<file path="src/rtl/assert_macros.svh">
// Assertion macros included by the top level of the button event queue.
`ifndef ASSERT_MACROS_SVH
`define ASSERT_MACROS_SVH

// The expression must hold at every clock edge outside reset.
`define ASSERT_ALWAYS(label, expr, msg) \
  label: assert property (@(posedge clk_i) disable iff (!rst_ni) (expr)) else $error(msg);

// When the antecedent holds, the consequent must hold in the same cycle.
`define ASSERT_IMPLIES(label, ante, cons, msg) \
  label: assert property (@(posedge clk_i) disable iff (!rst_ni) (ante) |-> (cons)) \
    else $error(msg);

// When the antecedent holds, the consequent must hold in the following cycle.
`define ASSERT_NEXT(label, ante, cons, msg) \
  label: assert property (@(posedge clk_i) disable iff (!rst_ni) (ante) |=> (cons)) \
    else $error(msg);

`endif

</file>
<file path="src/rtl/bphq_pkg.sv">
// Types, constants and helper functions of the button press and hold event queue.
`timescale 1ns / 1ps

package bphq_pkg;

  localparam int unsigned PressLimit = 10;
  localparam int unsigned CfgIndexWidth = 2;
  localparam int unsigned CfgDataWidth = 16;

  // Configuration register indexes.
  localparam logic [CfgIndexWidth-1:0] CFG_DEBOUNCE    = 2'd0;
  localparam logic [CfgIndexWidth-1:0] CFG_HOLD_THRESH = 2'd1;
  localparam logic [CfgIndexWidth-1:0] CFG_LONG_GAP    = 2'd2;
  localparam logic [CfgIndexWidth-1:0] CFG_SINGLE      = 2'd3;

  // Commands carried by an input word.
  localparam logic CMD_POLL = 1'b0;
  localparam logic CMD_POP  = 1'b1;

  typedef enum logic [2:0] {
    EV_NONE       = 3'd0,
    EV_PREV_PRESS = 3'd1,
    EV_NEXT_PRESS = 3'd2,
    EV_PREV_HOLD  = 3'd3,
    EV_NEXT_HOLD  = 3'd4
  } event_code_e;

  typedef struct packed {
    logic [15:0] debounce_ms;
    logic [15:0] hold_threshold_ms;
    logic [15:0] long_gap_ms;
    logic        one_button;
  } cfg_t;

  localparam cfg_t CfgReset = '{
    debounce_ms:        16'd50,
    hold_threshold_ms:  16'd1000,
    long_gap_ms:        16'd500,
    one_button:         1'b0
  };

  typedef struct packed {
    logic        command;
    logic [31:0] now_ms;
    logic        prev_level_pressed;
    logic        next_level_pressed;
    logic [3:0]  prev_edge_count;
    logic [3:0]  next_edge_count;
  } item_t;

  // Per-button tracking state; the state holds one for prev and one for next.
  typedef struct packed {
    logic        was_down;
    logic        hold_fired;
    logic [31:0] press_start;
  } btn_t;

  typedef struct packed {
    logic [31:0] last_eval_time;
    btn_t        prev_btn;
    btn_t        next_btn;
    logic [3:0]  next_presses;
    logic [3:0]  prev_presses;
    event_code_e pending_hold;
  } state_t;

  localparam btn_t BtnReset = '{was_down: 1'b0, hold_fired: 1'b0, press_start: 32'd0};

  localparam state_t StateReset = '{
    last_eval_time: 32'd0,
    prev_btn:       BtnReset,
    next_btn:       BtnReset,
    next_presses:   4'd0,
    prev_presses:   4'd0,
    pending_hold:   EV_NONE
  };

  // Result of tracking one button over one evaluated poll.
  typedef struct packed {
    btn_t btn;
    logic hold;
    logic press;
  } btn_upd_t;

  // Adds to a press counter, saturating at the press limit.
  function automatic logic [3:0] sat_add(logic [3:0] cnt, logic [3:0] add);
    logic [4:0] sum;
    sum = {1'b0, cnt} + {1'b0, add};
    return (sum > 5'(PressLimit)) ? 4'(PressLimit) : sum[3:0];
  endfunction

  // One evaluated poll of one button: press start, hold detection, short release.
  function automatic btn_upd_t track_btn(btn_t cur, logic down, logic [31:0] now,
                                         logic [15:0] thresh);
    btn_upd_t   upd;
    logic [31:0] held;
    held = now - cur.press_start;
    upd.btn = cur;
    upd.hold = 1'b0;
    upd.press = 1'b0;
    if (down && !cur.was_down) begin
      upd.btn.press_start = now;
      upd.btn.hold_fired = 1'b0;
    end else if (down && cur.was_down) begin
      if (!cur.hold_fired && (held >= {16'd0, thresh})) begin
        upd.btn.hold_fired = 1'b1;
        upd.hold = 1'b1;
      end
    end else if (!down && cur.was_down) begin
      upd.press = !cur.hold_fired;
      upd.btn.hold_fired = 1'b0;
    end
    upd.btn.was_down = down;
    return upd;
  endfunction

endpackage

</file>
<file path="src/rtl/button_press_hold_event_queue_core.sv">
// Top level of the button press and hold event queue: word registers, state and config.
`timescale 1ns / 1ps
//
//  Channel   Direction  Handshake                Payload
//  -------   ---------  -----------------------  ---------------------------------------
//  in        input      in_valid_i / in_ready_o  command, now_ms, levels, edge counts
//  out       output     out_valid_o / out_ready_i event_code, event_waiting
//  cfg       input      cfg_we_i (no wait)       cfg_index_i, cfg_wdata_i
//
//  One word is accepted per cycle when the output side keeps up; throughput is one
//  word per clock. The result word goes from the input word register through the
//  single evaluation stage into the result register; that stage also updates the
//  button state in the same cycle.
//  Reset (rst_ni low, asynchronous) empties both registers, clears the button state
//  and counters and loads the default configuration.
//  A stalled result holds the input word in its register; the input side then stays
//  ready only when the result is taken in the same cycle.

module button_press_hold_event_queue_core
  import bphq_pkg::*;
(
  input  logic                     clk_i,
  input  logic                     rst_ni,
  input  logic                     in_valid_i,
  output logic                     in_ready_o,
  input  logic                     command_i,
  input  logic [31:0]              now_ms_i,
  input  logic                     prev_level_pressed_i,
  input  logic                     next_level_pressed_i,
  input  logic [3:0]               prev_edge_count_i,
  input  logic [3:0]               next_edge_count_i,
  output logic                     out_valid_o,
  input  logic                     out_ready_i,
  output logic [2:0]               event_code_o,
  output logic                     event_waiting_o,
  input  logic                     cfg_we_i,
  input  logic [CfgIndexWidth-1:0] cfg_index_i,
  input  logic [CfgDataWidth-1:0]  cfg_wdata_i
);

`include "assert_macros.svh"

  cfg_t        cfg_q;
  item_t       item_q;
  logic        in_valid_q;
  state_t      state_q;
  state_t      state_d;
  event_code_e code_d;
  event_code_e code_q;
  logic        waiting_d;
  logic        waiting_q;
  logic        out_valid_q;
  logic        in_accept;
  logic        advance;

  // The held word moves on when the result register is empty or being drained.
  assign advance    = in_valid_q && (!out_valid_q || out_ready_i);
  assign in_ready_o = !in_valid_q || advance;
  assign in_accept  = in_valid_i && in_ready_o;

  // Configuration registers. The user must make writes only while the block is idle; the block does not enforce it.
  always_ff @(posedge clk_i or negedge rst_ni) begin
    if (!rst_ni) begin
      cfg_q <= CfgReset;
    end else if (cfg_we_i) begin
      unique case (cfg_index_i)
        CFG_DEBOUNCE:    cfg_q.debounce_ms        <= cfg_wdata_i;
        CFG_HOLD_THRESH: cfg_q.hold_threshold_ms  <= cfg_wdata_i;
        CFG_LONG_GAP:    cfg_q.long_gap_ms        <= cfg_wdata_i;
        CFG_SINGLE:      cfg_q.one_button         <= cfg_wdata_i[0];
        default:         cfg_q                    <= cfg_q;
      endcase
    end
  end

  // Input word register.
  always_ff @(posedge clk_i or negedge rst_ni) begin
    if (!rst_ni) begin
      in_valid_q <= 1'b0;
    end else if (in_accept) begin
      in_valid_q <= 1'b1;
    end else if (advance) begin
      in_valid_q <= 1'b0;
    end
  end

  always_ff @(posedge clk_i) begin
    if (in_accept) begin
      item_q <= '{
        command:            command_i,
        now_ms:             now_ms_i,
        prev_level_pressed: prev_level_pressed_i,
        next_level_pressed: next_level_pressed_i,
        prev_edge_count:    prev_edge_count_i,
        next_edge_count:    next_edge_count_i
      };
    end
  end

  bphq_eval u_eval (
    .cfg_i     (cfg_q),
    .item_i    (item_q),
    .state_i   (state_q),
    .state_o   (state_d),
    .code_o    (code_d),
    .waiting_o (waiting_d)
  );

  // Button state and counters commit together with the result word.
  always_ff @(posedge clk_i or negedge rst_ni) begin
    if (!rst_ni) begin
      state_q     <= StateReset;
      out_valid_q <= 1'b0;
    end else if (advance) begin
      state_q     <= state_d;
      out_valid_q <= 1'b1;
    end else if (out_ready_i) begin
      out_valid_q <= 1'b0;
    end
  end

  always_ff @(posedge clk_i) begin
    if (advance) begin
      code_q    <= code_d;
      waiting_q <= waiting_d;
    end
  end

  assign out_valid_o     = out_valid_q;
  assign event_code_o    = code_q;
  assign event_waiting_o = waiting_q;

  // Both press counters saturate at the press limit.
  `ASSERT_ALWAYS(a_counters_saturate,
      (state_q.next_presses <= 4'(PressLimit)) && (state_q.prev_presses <= 4'(PressLimit)),
      "press counter above limit")

  // Only a hold code or nothing can be pending.
  `ASSERT_ALWAYS(a_pending_is_hold,
      (state_q.pending_hold == EV_NONE) || (state_q.pending_hold == EV_PREV_HOLD) ||
      (state_q.pending_hold == EV_NEXT_HOLD), "pending hold holds a non-hold code")

  // A poll word always produces the empty event code.
  `ASSERT_NEXT(a_poll_gives_none, advance && (item_q.command == CMD_POLL),
      event_code_o == EV_NONE, "poll produced an event code")

  // In single-button mode the prev button tracking is frozen.
  `ASSERT_NEXT(a_single_freezes_prev, advance && cfg_q.one_button,
      $stable(state_q.prev_btn), "prev button state changed in single-button mode")

  // A word blocked by a stalled result stays in the input register.
  `ASSERT_NEXT(a_blocked_word_held, in_valid_q && !advance,
      in_valid_q && $stable(item_q), "blocked input word lost or changed")

endmodule

</file>
<file path="src/rtl/bphq_eval.sv">
// Next-state and result logic for one poll or pop word of the button event queue.
`timescale 1ns / 1ps

module bphq_eval
  import bphq_pkg::*;
(
  input  cfg_t        cfg_i,
  input  item_t       item_i,
  input  state_t      state_i,
  output state_t      state_o,
  output event_code_e code_o,
  output logic        waiting_o
);

  logic [31:0] gap;
  logic        long_gap;
  logic        evaluate;
  btn_upd_t    prev_upd;
  btn_upd_t    next_upd;

  assign gap      = item_i.now_ms - state_i.last_eval_time;
  assign long_gap = gap > {16'd0, cfg_i.long_gap_ms};
  assign evaluate = gap >= {16'd0, cfg_i.debounce_ms};

  // A press that begins on a long-gap poll restarts its timing exactly as the
  // ordinary tracking does, so no separate restart path is needed.
  assign prev_upd = track_btn(state_i.prev_btn, item_i.prev_level_pressed, item_i.now_ms,
                              cfg_i.hold_threshold_ms);
  assign next_upd = track_btn(state_i.next_btn, item_i.next_level_pressed, item_i.now_ms,
                              cfg_i.hold_threshold_ms);

  always_comb begin
    state_o = state_i;
    code_o  = EV_NONE;
    if (item_i.command == CMD_POP) begin
      priority if (state_i.pending_hold != EV_NONE) begin
        code_o = state_i.pending_hold;
        state_o.pending_hold = EV_NONE;
      end else if (state_i.next_presses != 4'd0) begin
        code_o = EV_NEXT_PRESS;
        state_o.next_presses = state_i.next_presses - 4'd1;
      end else if (state_i.prev_presses != 4'd0) begin
        code_o = EV_PREV_PRESS;
        state_o.prev_presses = state_i.prev_presses - 4'd1;
      end else begin
        code_o = EV_NONE;
      end
    end else begin
      if (long_gap) begin
        if (!cfg_i.one_button) begin
          state_o.prev_presses = sat_add(state_i.prev_presses, item_i.prev_edge_count);
        end
        state_o.next_presses = sat_add(state_i.next_presses, item_i.next_edge_count);
      end
      if (evaluate) begin
        state_o.last_eval_time = item_i.now_ms;
        if (!cfg_i.one_button) begin
          state_o.prev_btn = prev_upd.btn;
          if (prev_upd.press) begin
            state_o.prev_presses = sat_add(state_o.prev_presses, 4'd1);
          end
          if (prev_upd.hold) begin
            state_o.pending_hold = EV_PREV_HOLD;
          end
        end
        state_o.next_btn = next_upd.btn;
        if (next_upd.press) begin
          state_o.next_presses = sat_add(state_o.next_presses, 4'd1);
        end
        if (next_upd.hold) begin
          state_o.pending_hold = EV_NEXT_HOLD;
        end
      end
    end
  end

  assign waiting_o = (state_o.next_presses != 4'd0) || (state_o.prev_presses != 4'd0) ||
                     (state_o.pending_hold != EV_NONE);

endmodule
</file>
<file path="config.mk">
export PLATFORM = sky130hd
export DESIGN_NAME = button_press_hold_event_queue_core
export DESIGN_NICKNAME = d
export VERILOG_FILES = /design/src/rtl/bphq_pkg.sv /design/src/rtl/button_press_hold_event_queue_core.sv /design/src/rtl/bphq_eval.sv
export VERILOG_INCLUDE_DIRS = /design/src /design/src/rtl
export SDC_FILE = /design/constraint.sdc
export NUM_CORES = 1
export LEC_CHECK = 0
export BUFFER_PORTS_ARGS = -buffer_cell sky130_fd_sc_hd__buf_4
export CAP_MARGIN = 20
export CORE_MARGIN = 4
export CORE_UTILIZATION = 51
export DETAILED_ROUTE_END_ITERATION = 10
export PLACE_DENSITY_LB_ADDON = 0.25
export SLEW_MARGIN = 30
export SYNTH_ARGS = -nofsm -noshare
export SYNTH_HDL_FRONTEND = slang
export SYNTH_SLANG_ARGS = --single-unit
</file>
<file path="constraint.sdc">
create_clock -name clk_i -period 7.3 [get_ports clk_i]
set_input_delay 0.73 -clock clk_i [delete_from_list [all_inputs] [get_ports clk_i]]
set_output_delay 0.73 -clock clk_i [all_outputs]
set_load 0.01 [all_outputs]
</file>
==> impl_metrics.yaml <==
status:
  status: "finished clean"
cts:
  cts_hold_buf: 0
  cts_buffer_depth: 3
  cts_root_buf: "clkbuf_16"
  post_cts_buffers: 0
  ctsResizeCount: 0
  clock_sinks: 209
  cts.reportedPaths.clkPinSlew_ns: 0.07
  numCtsBuffers: 26
  h-tree-depth: 1
  cts_tree: "yes"
  clk_latency_ns: 0.56
critical_path:
  critPathTopFamily: "compound AO/OA/AOI/OAI gates"
  startpoint: "item_q[10]$_DFFE_PP_"
  crit_chain: "inv_1 > ha_1 > inv_1 > fa_1 > a211oi_1 > o21ai_0 > a311oi_1 > o21ai_1 > a31o_2 > xor2_1 > ha_1 > a211o_1 > o211ai_1 > o2111ai_1 > nor4_1 > nand4_1 > nor4b_1 > o21ai_0 > or4_1 > a2111o_1 > a31oi_1 > a31oi_1 > nor4_1 > nand4b_1"
  crit_path_top_delay_cell: "a311oi_1"
  path_class: "flop to flop"
  start_kind: "flop"
  crit_path_end_kind: "flop"
  critPathMaxStageDelay_ns: 0.68
  rr_startpoint: "item_q[10]$_DFFE_PP_"
  r2r-end: "event_waiting_o$_DFFE_PP_"
  crit_fanout: 5
  worst-path-buf-inv: 2
  critical_path_arrival_ns: 6.76
  critPathRequiredTime_ns: 7.59
  rr_worst_depth: 24
  r2r_setup_slack_ns: 0.83
synth:
  synthArstFlopShare_pct: 77.51
  avgSynthCellArea_sq_um: 8.978
  synth_nets: 2035
  synth_seq_cells: 209
  yosysWarnings: 0
  synth_ff_type: "dfrtp_1"
  synth-edff-count: 47
  yosysSeqAreaShare_pct: 34.03
  yosysTopAreaCellShare_pct: 22.83
  synth_most_common_cell: "inv_1"
  synth.area.top_cells: "dfrtp_1 23%, ha_1 13%, edfxtp_1 8.8%, o21ai_0 4.7%, inv_1 4.6%"
  synth_cells: 1795
  synth.distinct_cells: 99
  synth_common_cells: "197 x inv_1, 172 x nand2_1, 169 x ha_1"
  yosysTopAreaCell: "dfrtp_1"
  syn_area_sq_um: 16120
finish:
  n_fill_cell: 2746
  diodes: 0
  nets: 2088
  drive_gt1_share_pct: 11.72
  postLayoutCoreUtil_pct: 58.07
  flow.area_growth_from_synthesis_pct: 11.38
global_route:
  grt_pass1_wl_um: 66030
  track_usage_pct: 23.57
  grt_pass1_vias: 12868
  grt_antenna_before_repair: 0
  grt_overflow: 0
  grt_max_degree: 83
detailed_routing:
  wirelength_um: 40760
  ant_nets: 0
  wire_per_inst_um: 18.00
  dr_total_vias: 13340
  avgViaCountPerCell: 5.892
  drt-initial-drc-count: 753
  drc: 0
  dr.pass1.iters: 6
floorplanning:
  core_sq_um: 30910
  ioPinCount: 72
  die_x_um: 185.8
  start_util_pct: 52.14
  die_h_um: 185.8
  dieArea_sq_um: 34510
  rows: 64
pwr:
  seqPwrFrac_pct: 24.7
  power.share.clock_pct: 21.2
  p_sw_uw: 2888
  intPower_uw: 3993
  power_density_nw_per_um2: 383.3
  total_leakage_power_uw: 0.008161
  max-vdd-ir-drop_mv: 0.2450
  combPwrFrac_pct: 54.1
  switching_share_pct: 41.97
  power_uw: 6881
placement:
  dpl_worst_slack_ns: 0.9744
  port_buffers: 71
  gp_congestion: 0.9025
  hpwl_um: 30960
timing:
  setup_tns_ns: 0
  period_share_pct: 88.61
  finalCriticalPeriod_ns: 6.468
  relSlewSlack_pct: 37.16
  finalMaxSlewViolations: 0
  clock.fmax_mhz: 154.6
  setup_slack_ns: 0.8316
  setup_viol: 0
  rsz0062_at_grt: "false"
  worstMarginPinSlew_ns: 0.9354
  fin_worst_skew_ns: 0.03535
  whs_ns: 0.2103
  hold_viol: 0
min_path:
  min_path_type: "primary input to async pin"
run:
  maxCapViolCount: 0
## per-layer routing
layer  vias up  share of wire [%]  GRT usage (%)
li1       6579                  -              -
met1      6347                 47          33.50
met2       345                 46          38.77
met3        69                5.0          2.677
met4         0                2.6          5.742
met5         -                  0              0
## layout make-up
| type | instances | area, sq um | area share, % |
|---|---|---|---|
| Tap cell | 396 | 495.5 | 2.760 |
| Timing Repair Buffer | 77 | 585.6 | 3.262 |
| Clock inverter | 17 | 265.3 | 1.478 |
| Sequential cell | 209 | 5484 | 30.55 |
| Inverter | 199 | 747.0 | 4.161 |
| Multi-Input combinational cell | 1335 | 9663 | 53.83 |
| Clock buffer | 31 | 709.4 | 3.952 |
## registers in the layout (all words and copies together) (netlist names)
| signal | flops |
|---|---|
| out_valid_o | 1 |
| state_q | 111 |
| in_valid_q | 1 |
| cfg_q | 49 |
| item_q | 43 |
| event_code_o | 3 |
| event_waiting_o | 1 |
## cell usage in the layout (no fill, tap or decap), types with 14 or more instances in the layout
cell,Yosys,routed
a211oi_1,20,20
a21o_1,41,41
a21oi_1,123,123
a31oi_1,16,16
and3_1,19,19
buf_4,0,75
clkbuf_16,0,26
dfrtp_1,147,147
dfstp_2,15,15
edfxtp_1,47,47
ha_1,169,169
inv_1,197,197
mux2_1,29,29
mux2_2,48,48
mux2i_1,23,23
nand2_1,172,172
nand2b_1,20,20
nand3_1,38,38
nand4_1,21,21
nor2_1,92,92
nor2b_1,18,18
nor3_1,25,25
o211ai_1,14,14
o21a_1,31,31
o21ai_0,152,152
xnor2_1,36,36
xor2_1,22,22
## kinds of logic (layout without fill, tap and decap cells)
logic type      after synthesis  after routing  synth area share [%]
mux                         101            101                 6.902
buf+inv                     251            324                 6.048
flops                       209            209                 34.03
xor+xnor                     58             58                 3.152
compound gates              526            526                 21.34
fa+ha+maj                   174            174                 13.74
simple gates                476            476                 14.79
## per-stage QoR
| stage | std cells | area [sq um] |
|---|---|---|
| 5_1_grt | 2264 | 17950 |
| 3_3_place_gp | 2216 | 16970 |
| 4_1_cts | 2264 | 17950 |
| 2_1_floorplan | 1795 | 16120 |
| 6_report | 2264 | 17950 |
| 3_5_place_dp | 2216 | 16980 |
## how the worst max path moves through the flow
stage / end / depth (start not counted)
floorplan: event_waiting_o$_DFFE_PP_ / 28
global placement: event_waiting_o$_DFFE_PP_ / 24
detailed placement: event_waiting_o$_DFFE_PP_ / 24
CTS: event_waiting_o$_DFFE_PP_ / 24
global route: event_waiting_o$_DFFE_PP_ / 24
finish: event_waiting_o$_DFFE_PP_ / 24
## power groups by stage
stage / logic, uW / clock network (uW) / registers [uW]
after floorplan: 2880 / 0 / 1640
after global placement: 3600 / 0 / 1710
after detailed placement: 3670 / 0 / 1720
after CTS: 3700 / 1500 / 1700
after global routing: 4190 / 1540 / 1740
final: 3720 / 1460 / 1700
Power figures use the tool's default switching activity.
